`src/hdl/vsbc_pkg.sv`:
```
package vsbc_pkg;

  // register indexes, taken from paddr[3:2]
  localparam logic [1:0] REG_SPEED_LIMIT = 2'd0;
  localparam logic [1:0] REG_OFFSET_X    = 2'd1;
  localparam logic [1:0] REG_OFFSET_Y    = 2'd2;

  localparam logic [12:0] SPEED_LIMIT_RST = 13'd1229;

  // boost countdown values
  localparam logic [5:0] LEFT_SHORT = 6'd8;
  localparam logic [5:0] LEFT_LONG  = 6'd20;
  localparam logic [5:0] LEFT_IDLE  = 6'h3f;

  // phase step: compensation from step 6, wrap after step 7
  localparam logic [3:0] PHASE_COMP_FIRST = 4'd6;
  localparam logic [3:0] PHASE_LAST       = 4'd7;

  // floor(y / 5) == (y * RECIP5) >> RECIP5_SHIFT for y < 2^18
  localparam logic [15:0] RECIP5       = 16'd52429;
  localparam int          RECIP5_SHIFT = 18;

  typedef struct packed {
    logic        [12:0] limit;
    logic signed [15:0] offset;
    logic        [14:0] mag27;   // floor(2.7 * limit), the 1.35 scaled boost
    logic signed [15:0] lvl_up;  // scaled level for an upward jump, saturated
    logic signed [15:0] lvl_dn;  // scaled level for a downward jump, saturated
  } axis_cfg_t;

endpackage

```
`src/hdl/vsbc_cfg.sv`:
```
module vsbc_cfg #(
  parameter int FRAC_BITS = 12
) (
  input  logic                clk_i,
  input  logic                rst_ni,
  input  logic                psel,
  input  logic                penable,
  input  logic                pwrite,
  input  logic [3:0]          paddr,
  input  logic [31:0]         pwdata,
  output logic [31:0]         prdata,
  output logic                pready,
  output vsbc_pkg::axis_cfg_t axis_x_o,
  output vsbc_pkg::axis_cfg_t axis_y_o
);
  import vsbc_pkg::*;

  localparam int SW = (FRAC_BITS + 2 > 15) ? FRAC_BITS + 2 : 15;
  localparam int PW = 14 + SW - 1;
  localparam int QW = PW - FRAC_BITS;
  localparam logic signed [SW-1:0] One = {{(SW-1){1'b0}}, 1'b1} << FRAC_BITS;

  logic        [12:0] limit_q;
  logic signed [15:0] off_q [2];

  logic               wr_en;
  logic        [13:0] lim2;
  logic        [17:0] x27;
  logic        [32:0] prod27;
  logic        [14:0] mag27_q;
  logic signed [15:0] lvl_up_q [2];
  logic signed [15:0] lvl_dn_q [2];

  assign pready = 1'b1;
  assign wr_en  = psel & penable & pwrite;

  always_ff @(posedge clk_i or negedge rst_ni) begin
    if (!rst_ni) begin
      limit_q  <= SPEED_LIMIT_RST;
      off_q[0] <= '0;
      off_q[1] <= '0;
    end else if (wr_en) begin
      unique case (paddr[3:2])
        REG_SPEED_LIMIT: limit_q  <= pwdata[12:0];
        REG_OFFSET_X:    off_q[0] <= pwdata[15:0];
        REG_OFFSET_Y:    off_q[1] <= pwdata[15:0];
        default: ;
      endcase
    end
  end

  always_comb begin
    unique case (paddr[3:2])
      REG_SPEED_LIMIT: prdata = {19'd0, limit_q};
      REG_OFFSET_X:    prdata = {{16{off_q[0][15]}}, off_q[0]};
      REG_OFFSET_Y:    prdata = {{16{off_q[1][15]}}, off_q[1]};
      default:         prdata = '0;
    endcase
  end

  // derived boost levels, registered; they follow a register write in the next cycle
  assign lim2   = {limit_q, 1'b0};
  assign x27    = (18'(limit_q) << 4) + (18'(limit_q) << 3) + (18'(limit_q) << 1)
                + 18'(limit_q);
  assign prod27 = 33'(x27[17:1]) * 33'(RECIP5);

  always_ff @(posedge clk_i) begin
    mag27_q <= prod27[RECIP5_SHIFT +: 15];
  end

  for (genvar a = 0; a < 2; a++) begin : g_axis
    logic        [16:0]   abs_off;
    logic        [18:0]   coef5;
    logic        [12:0]   coef;
    logic signed [SW-1:0] fac;
    logic        [SW-2:0] abs_fac;
    logic        [PW-1:0] prod;
    logic        [QW:0]   qx;
    logic signed [15:0]   pos_v;
    logic signed [15:0]   neg_v;

    always_comb begin
      abs_off = off_q[a][15] ? 17'(-{off_q[a][15], off_q[a]}) : {1'b0, off_q[a]};
      coef5   = ({2'b0, abs_off} << 2) + {2'b0, abs_off};
      coef    = (coef5 >= 19'(limit_q)) ? limit_q : coef5[12:0];
      fac     = One - $signed({{(SW-13){1'b0}}, coef});
      abs_fac = fac[SW-1] ? (SW-1)'(-fac) : fac[SW-2:0];
      prod    = PW'(lim2) * PW'(abs_fac);
      qx      = {1'b0, prod[PW-1:FRAC_BITS]};
      pos_v   = (qx > (QW+1)'(32767)) ? 16'sh7fff : $signed(qx[15:0]);
      neg_v   = (qx > (QW+1)'(32768)) ? 16'sh8000 : $signed(16'(-qx[15:0]));
    end

    // a negative factor flips the sign of the level
    always_ff @(posedge clk_i) begin
      lvl_up_q[a] <= fac[SW-1] ? neg_v : pos_v;
      lvl_dn_q[a] <= fac[SW-1] ? pos_v : neg_v;
    end
  end

  assign axis_x_o = '{limit: limit_q, offset: off_q[0], mag27: mag27_q,
                      lvl_up: lvl_up_q[0], lvl_dn: lvl_dn_q[0]};
  assign axis_y_o = '{limit: limit_q, offset: off_q[1], mag27: mag27_q,
                      lvl_up: lvl_up_q[1], lvl_dn: lvl_dn_q[1]};

endmodule

```
`src/hdl/vsbc_axis.sv`:
```
module vsbc_axis (
  input  logic                clk_i,
  input  logic                rst_ni,
  input  logic                adv_i,
  input  logic                comp_i,
  input  logic signed [15:0]  cmd_i,
  input  vsbc_pkg::axis_cfg_t cfg_i,
  output logic signed [15:0]  out_o,
  output logic                boost_o
);
  import vsbc_pkg::*;

  logic signed [15:0] prev_q, prev_d;
  logic               on_q, on_d;
  logic signed [15:0] level_q, level_d;
  logic        [5:0]  left_q, left_d;

  logic signed [16:0] cmd_w, prev_w, diff, sum;
  logic        [16:0] abs_prev, jump_mag;
  logic        [18:0] d5, l4, l6;
  logic signed [15:0] pos2, neg2, p27, n27, new_level, pre_out;
  logic               try_boost, hit, short_jump, up, same_sign;
  logic               on_a;
  logic signed [15:0] level_a;
  logic        [5:0]  left_a;

  always_comb begin
    cmd_w    = {cmd_i[15], cmd_i};
    prev_w   = {prev_q[15], prev_q};
    abs_prev = prev_q[15] ? 17'(-prev_w) : prev_w;
    diff     = cmd_w - prev_w;
    jump_mag = diff[16] ? 17'(-diff) : diff;
    d5       = ({2'b0, jump_mag} << 2) + {2'b0, jump_mag};
    l4       = 19'(cfg_i.limit) << 2;
    l6       = (19'(cfg_i.limit) << 2) + (19'(cfg_i.limit) << 1);

    // no new boost while one runs or while the output magnitude is twice the limit
    try_boost  = !on_q && (abs_prev != {3'b0, cfg_i.limit, 1'b0});
    hit        = d5 > l4;
    short_jump = d5 < l6;
    up         = prev_q < cmd_i;
    same_sign  = ((cmd_i > 0) && (cfg_i.offset > 0)) || ((cmd_i < 0) && (cfg_i.offset < 0));

    pos2 = $signed({2'b0, cfg_i.limit, 1'b0});
    neg2 = -pos2;
    p27  = $signed({1'b0, cfg_i.mag27});
    n27  = -p27;

    priority if (short_jump) new_level = up ? pos2 : neg2;
    else if (same_sign)      new_level = up ? p27 : n27;
    else                     new_level = up ? cfg_i.lvl_up : cfg_i.lvl_dn;

    if (try_boost && hit) begin
      on_a    = 1'b1;
      level_a = new_level;
      left_a  = short_jump ? LEFT_SHORT : LEFT_LONG;
    end else begin
      on_a    = on_q;
      level_a = level_q;
      left_a  = left_q;
    end

    on_d    = on_a;
    level_d = level_a;
    left_d  = left_a;
    if (on_a) begin
      if (left_a == '0) begin
        on_d    = 1'b0;
        level_d = '0;
        left_d  = LEFT_IDLE;
      end else begin
        left_d  = left_a - 6'd1;
      end
    end

    pre_out = on_d ? level_d : cmd_i;
    sum     = {pre_out[15], pre_out} + {cfg_i.offset[15], cfg_i.offset};
    if (comp_i && !on_d) begin
      prev_d = (sum[16] != sum[15]) ? (sum[16] ? 16'sh8000 : 16'sh7fff) : sum[15:0];
    end else begin
      prev_d = pre_out;
    end
  end

  // prev_q and on_q double as the result register
  always_ff @(posedge clk_i or negedge rst_ni) begin
    if (!rst_ni) begin
      prev_q  <= '0;
      on_q    <= 1'b0;
      level_q <= '0;
      left_q  <= LEFT_IDLE;
    end else if (adv_i) begin
      prev_q  <= prev_d;
      on_q    <= on_d;
      level_q <= level_d;
      left_q  <= left_d;
    end
  end

  assign out_o   = prev_q;
  assign boost_o = on_q;

endmodule

```
`src/hdl/velocity_step_boost_compensator_unit.sv`:
```
// Velocity step boost compensator.
// Input channel: in_valid_i / in_stall_o with vel_x_i, vel_y_i (signed Q3.12).
// A beat is taken at a clock edge with valid high and stall low.
// Output channel: out_valid_o / out_stall_i with shaped_x_o, shaped_y_o and
// boosting_x_o, boosting_y_o; one result beat for every input beat, in order.
// The beat lands in the input register, and the per-axis boost/compensation
// update then takes it into the result register.
// Throughput is one beat per cycle unless the receiver stalls; the state of
// previous output and boost feeds back, so each beat sees the one before it.
// When the receiver stalls, the result holds and the input register keeps one
// further beat; in_stall_o rises only while both registers are full.
// Reset clears the phase counter, previous outputs and boost state, and loads
// the register defaults (limit 1229, offsets 0). The APB port (pready always
// high) holds speed_limit, offset_x, offset_y at 0x0, 0x4, 0x8; the derived
// boost levels follow a register write in the next cycle.
module velocity_step_boost_compensator_unit #(
  parameter int FRAC_BITS = 12
) (
  input  logic               clk_i,
  input  logic               rst_ni,
  input  logic               psel,
  input  logic               penable,
  input  logic               pwrite,
  input  logic [3:0]         paddr,
  input  logic [31:0]        pwdata,
  output logic [31:0]        prdata,
  output logic               pready,
  input  logic               in_valid_i,
  output logic               in_stall_o,
  input  logic signed [15:0] vel_x_i,
  input  logic signed [15:0] vel_y_i,
  output logic               out_valid_o,
  input  logic               out_stall_i,
  output logic signed [15:0] shaped_x_o,
  output logic signed [15:0] shaped_y_o,
  output logic               boosting_x_o,
  output logic               boosting_y_o
);
  import vsbc_pkg::*;

  axis_cfg_t          cfg_x, cfg_y;
  logic               in_vld_q, out_vld_q;
  logic signed [15:0] vel_x_q, vel_y_q;
  logic        [2:0]  phase_q;
  logic        [3:0]  phase_nx;
  logic               adv, take_in, comp;

  vsbc_cfg #(
    .FRAC_BITS(FRAC_BITS)
  ) u_cfg (
    .clk_i    (clk_i),
    .rst_ni   (rst_ni),
    .psel     (psel),
    .penable  (penable),
    .pwrite   (pwrite),
    .paddr    (paddr),
    .pwdata   (pwdata),
    .prdata   (prdata),
    .pready   (pready),
    .axis_x_o (cfg_x),
    .axis_y_o (cfg_y)
  );

  assign adv        = in_vld_q && (!out_vld_q || !out_stall_i);
  assign in_stall_o = in_vld_q && !adv;
  assign take_in    = in_valid_i && !in_stall_o;

  assign phase_nx = {1'b0, phase_q} + 4'd1;
  assign comp     = phase_nx >= PHASE_COMP_FIRST;

  always_ff @(posedge clk_i or negedge rst_ni) begin
    if (!rst_ni) begin
      in_vld_q  <= 1'b0;
      out_vld_q <= 1'b0;
      phase_q   <= '0;
    end else begin
      if (take_in) begin
        in_vld_q <= 1'b1;
      end else if (adv) begin
        in_vld_q <= 1'b0;
      end
      if (adv) begin
        out_vld_q <= 1'b1;
        phase_q   <= (phase_nx >= PHASE_LAST) ? 3'd0 : phase_nx[2:0];
      end else if (!out_stall_i) begin
        out_vld_q <= 1'b0;
      end
    end
  end

  always_ff @(posedge clk_i) begin
    if (take_in) begin
      vel_x_q <= vel_x_i;
      vel_y_q <= vel_y_i;
    end
  end

  vsbc_axis u_axis_x (
    .clk_i   (clk_i),
    .rst_ni  (rst_ni),
    .adv_i   (adv),
    .comp_i  (comp),
    .cmd_i   (vel_x_q),
    .cfg_i   (cfg_x),
    .out_o   (shaped_x_o),
    .boost_o (boosting_x_o)
  );

  vsbc_axis u_axis_y (
    .clk_i   (clk_i),
    .rst_ni  (rst_ni),
    .adv_i   (adv),
    .comp_i  (comp),
    .cmd_i   (vel_y_q),
    .cfg_i   (cfg_y),
    .out_o   (shaped_y_o),
    .boost_o (boosting_y_o)
  );

  assign out_valid_o = out_vld_q;

endmodule

```
`config.mk`:
```
export PLATFORM = sky130hd
export DESIGN_NAME = velocity_step_boost_compensator_unit
export DESIGN_NICKNAME = d
export VERILOG_FILES = /design/src/hdl/vsbc_pkg.sv /design/src/hdl/vsbc_cfg.sv /design/src/hdl/vsbc_axis.sv /design/src/hdl/velocity_step_boost_compensator_unit.sv
export SDC_FILE = /design/constraint.sdc
export NUM_CORES = 2
export LEC_CHECK = 0
export ABC_AREA = 1
export BUFFER_PORTS_ARGS = -buffer_cell sky130_fd_sc_hd__buf_2
export CAP_MARGIN = 40
export CORE_ASPECT_RATIO = 0.5
export CORE_MARGIN = 3
export CORE_UTILIZATION = 24
export DETAILED_ROUTE_END_ITERATION = 6
export SLEW_MARGIN = 15
export SYNTH_ARGS = -nofsm -noshare
export SYNTH_HDL_FRONTEND = slang
export SYNTH_SLANG_ARGS = --single-unit
```
`constraint.sdc`:
```
create_clock -name clk_i -period 31.8 [get_ports clk_i]
set_input_delay 1.59 -clock clk_i [delete_from_list [all_inputs] [get_ports clk_i]]
set_output_delay 1.59 -clock clk_i [all_outputs]
set_load 0.02 [all_outputs]
```
==> flow_metrics.py <==
metrics = {
    "run_status": {
        "status": "completed",
    },
    "logic_synthesis": {
        "syn_area_sq_mm": 0.0417,
        "ys_seq_elements": 239,
        "synth_ff_type": "dfrtp_1",
        "async_reset_ff_share_pct": 53.6,
        "seq_area_frac_synth_pct": 13.8,
        "avgSynthCellArea_sq_um": 7.38,
        "synth.area.top_cells": "fa_1 (18%), ha_1 (16%), nand2_1 (9.9%)",
        "synth_compound_area_share_pct": 12.9,
        "synthAdderAreaFrac_pct": 34.4,
        "muxShareOfSynthArea_pct": 0,
        "syn_inst": 5645,
        "ys_types": 74,
        "synth_area_leader_cell": "fa_1",
        "yosys.area_share.simple_pct": 21.6,
        "synth_top_family_by_area": "adder cells",
        "synth_edf_count": 32,
        "synth_top_area_share_pct": 18.3,
        "yosysWarnings": 0,
        "synthXorXnorAreaFrac_pct": 6.29,
    },
    "clocking": {
        "cts_buffers": 25,
        "cts_sinks": 239,
        "root_buffer": "clkbuf_16",
        "cts_hold_buf": 0,
        "post_cts_resize_count": 0,
        "cts_tree": "done",
        "htree_levels": 1,
        "path_clk_slew_ns": 0.07,
        "clk_latency_ns": 0.57,
        "ctsLongestPathBuffers": 3,
        "post_cts_buffers": 0,
    },
    "worst_setup_path": {
        "critPathCaptureType": "register",
        "reg2reg_from": "u_cfg.axis_y_o[62]$_DFFE_PN0P_",
        "critPathSlowestCell": "dfrtp_1",
        "reg2reg_slack_ns": 17.87,
        "worstPathMaxFanout": 22,
        "worstPathArrival_ns": 14.39,
        "timing.setup.critical_path_class": "register to register",
        "cp-start-kind": "register",
        "crit_top_cell": "nand2_1",
        "worstPathRequired_ns": 32.26,
        "cp_slowest_stage_delay_ns": 0.73,
        "r2r-end": "u_cfg.lvl_dn_q[0][27]$_DFF_P_",
        "worst-r2r-cell-count": 62,
    },
    "drt": {
        "routed_wl_microns": 129000,
        "routed_via_density": 4.60,
        "first_pass_iters": 7,
        "drt_iter0_markers": 2744,
        "drtAntennaViolNets": 0,
        "vias": 36800,
        "drc": 0,
        "wire_per_inst_microns": 16.1,
    },
    "timing": {
        "skew_ns": 0.0417,
        "worst_slew_pin_slew_ns": 0.842,
        "min_period_ns": 13.93,
        "setup_ws_ns": 17.87,
        "finalSetupViolations": 0,
        "relSlewSlack_pct": 43.9,
        "rsz0062_at_grt": "no",
        "fmax_mhz": 71.8,
        "tns_ns": 0,
        "post-route-period-util_pct": 43.8,
        "finalHoldViolations": 0,
        "slew_violations": 0,
    },
    "global_routing": {
        "track_usage_pct": 14.0,
        "grt_max_degree": 81,
        "grt_pass1_vias": 35300,
        "overflow": 0,
        "antenna_found_initial": 5,
        "grt_pass1_wl_microns": 200000,
    },
    "floorplanning": {
        "initial_utilization_pct": 24.3,
        "die_area_sq_mm": 0.179,
        "die_h_microns": 301,
        "core_area_sq_mm": 0.171,
        "die-width_microns": 595,
        "ioPinCount": 144,
        "rows": 107,
    },
    "placed_design": {
        "dp_hpwl_microns": 104000,
        "io_buffers": 124,
        "place_area_sq_mm": 0.0449,
        "gp_congestion": 0.922,
        "post-place-ws_ns": 18.22,
    },
    "hold_path": {
        "hold_depth": 2,
        "worstHoldPathType": "register to register",
        "hp-start": "u_axis_x.level_q[7]$_DFFE_PN0P_",
        "holdPathEnd": "u_axis_x.level_q[7]$_DFFE_PN0P_",
    },
    "final_layout": {
        "layout.filler_cells": 18800,
        "final_layout_size_suffix_gt1_share_pct": 7.59,
        "fin_area_sq_mm": 0.0458,
        "final_nets": 6694,
        "area_delta_synth_final_pct": 9.76,
    },
    "job": {
        "drv_cap": 0,
    },
}
[cells in the mapped netlist (23+ instances only)]
cell type and number:
a21oi_1 325, buf_4 25, clkbuf_1 121, dfrtp_1 110, dfxtp_1 79, edfxtp_1 32, fa_1 381, ha_1 537
inv_1 962, inv_2 25, nand2_1 1094, nand2_2 33, nand3_1 187, nand4_1 68, nor2_1 493, nor3_1 66
o21ai_0 343, o21ai_1 38, o21ai_2 34, o21bai_1 26, o221ai_1 31, o22ai_1 31, or2_2 23, xnor2_1 75
xor2_1 219
[routing by layer]
metal	part of all wire, %	vias up	GRT usage (%)
met5	0.0054	-	0
met4	4.9	2	6.07
met3	6.2	215	1.66
met2	46	1079	23.4
met1	43	17300	18.3
li1	-	18200	-
[layout make-up]
class,count,area (sq um),area share [%]
antenna,1,2.50,0.00547
timing repair buffer,175,1060,2.32
multi-input combinational,4262,31500,68.8
inverter,998,3750,8.19
sequential,239,5770,12.6
clock buffer,29,682,1.49
tap,2289,2860,6.26
clock inverter,17,161,0.353
[cell families after synthesis]
kind of cell | after synthesis
flip-flops | 239
AND/OR/NAND/NOR | 2077
XOR/XNOR | 297
AO/OA/AOI/OAI | 941
adder cells (fa/ha/maj) | 918
other | 2
buffers and inverters | 1171
[state kept, by name (all words and copies together) (netlist names), 16 cells and up]
register / count
u_cfg.lvl_dn_q: 32
u_axis_y.out_o: 16
u_axis_x.out_o: 16
u_cfg.lvl_up_q: 32
u_axis_x.level_q: 16
vel_x_q: 16
u_cfg.axis_x_o: 16
u_cfg.axis_y_o: 16
u_axis_y.level_q: 16
vel_y_q: 16
[worst max-delay path by stage]
stage                                               from                            end  slack, ns  depth (start not counted)
after floorplan           u_cfg.axis_y_o[47]$_DFFE_PN0P_  u_cfg.lvl_dn_q[0][22]$_DFF_P_      20.73                         68
after global placement    u_cfg.axis_y_o[62]$_DFFE_PN0P_  u_cfg.lvl_up_q[0][27]$_DFF_P_      18.19                         55
after detailed placement  u_cfg.axis_y_o[62]$_DFFE_PN0P_  u_cfg.lvl_up_q[0][27]$_DFF_P_      18.22                         64
after CTS                 u_cfg.axis_y_o[62]$_DFFE_PN0P_  u_cfg.lvl_up_q[0][27]$_DFF_P_      18.11                         62
after global routing      u_cfg.axis_y_o[62]$_DFFE_PN0P_  u_cfg.lvl_up_q[0][27]$_DFF_P_      17.00                         64
final                     u_cfg.axis_y_o[62]$_DFFE_PN0P_  u_cfg.lvl_dn_q[0][27]$_DFF_P_      17.87                         62
[critical path, delay by kind of cell, from the launching register on]
family,cells,cell delay [ns]
XOR/XNOR,3,0.99
adder cells (fa/ha/maj),10,4.21
buffers and inverters,11,0.94
flip-flops,1,0.73
AND/OR/NAND/NOR,27,4.69
AO/OA/AOI/OAI,11,2.22
[stage by stage]
step                      hold WS (ns)  utilization, %  std cells
after floorplan                  0.453               -       5672
after global placement           0.467            26.1       7955
after detailed placement         0.473            26.2       7962
after CTS                        0.490            26.7       8008
after global routing             0.523            26.7       8009
final                            0.490            26.7       8010
[cells in the final DEF (no fill, tap or decap), types with 45 or more instances in the layout]
master   instances
dfxtp_1         79
buf_4           45
nor2_1         493
xor2_1         219
nor3_1          66
nand4_1         68
a21oi_1        325
fa_1           381
buf_2          123
xnor2_1         75
o21ai_0        343
inv_1          961
nand2_1       1093
ha_1           537
nand3_1        187
dfrtp_1        108
Power is not shown: default switching activity piles up to over one toggle a cycle in this logic, so the estimate is an artifact.
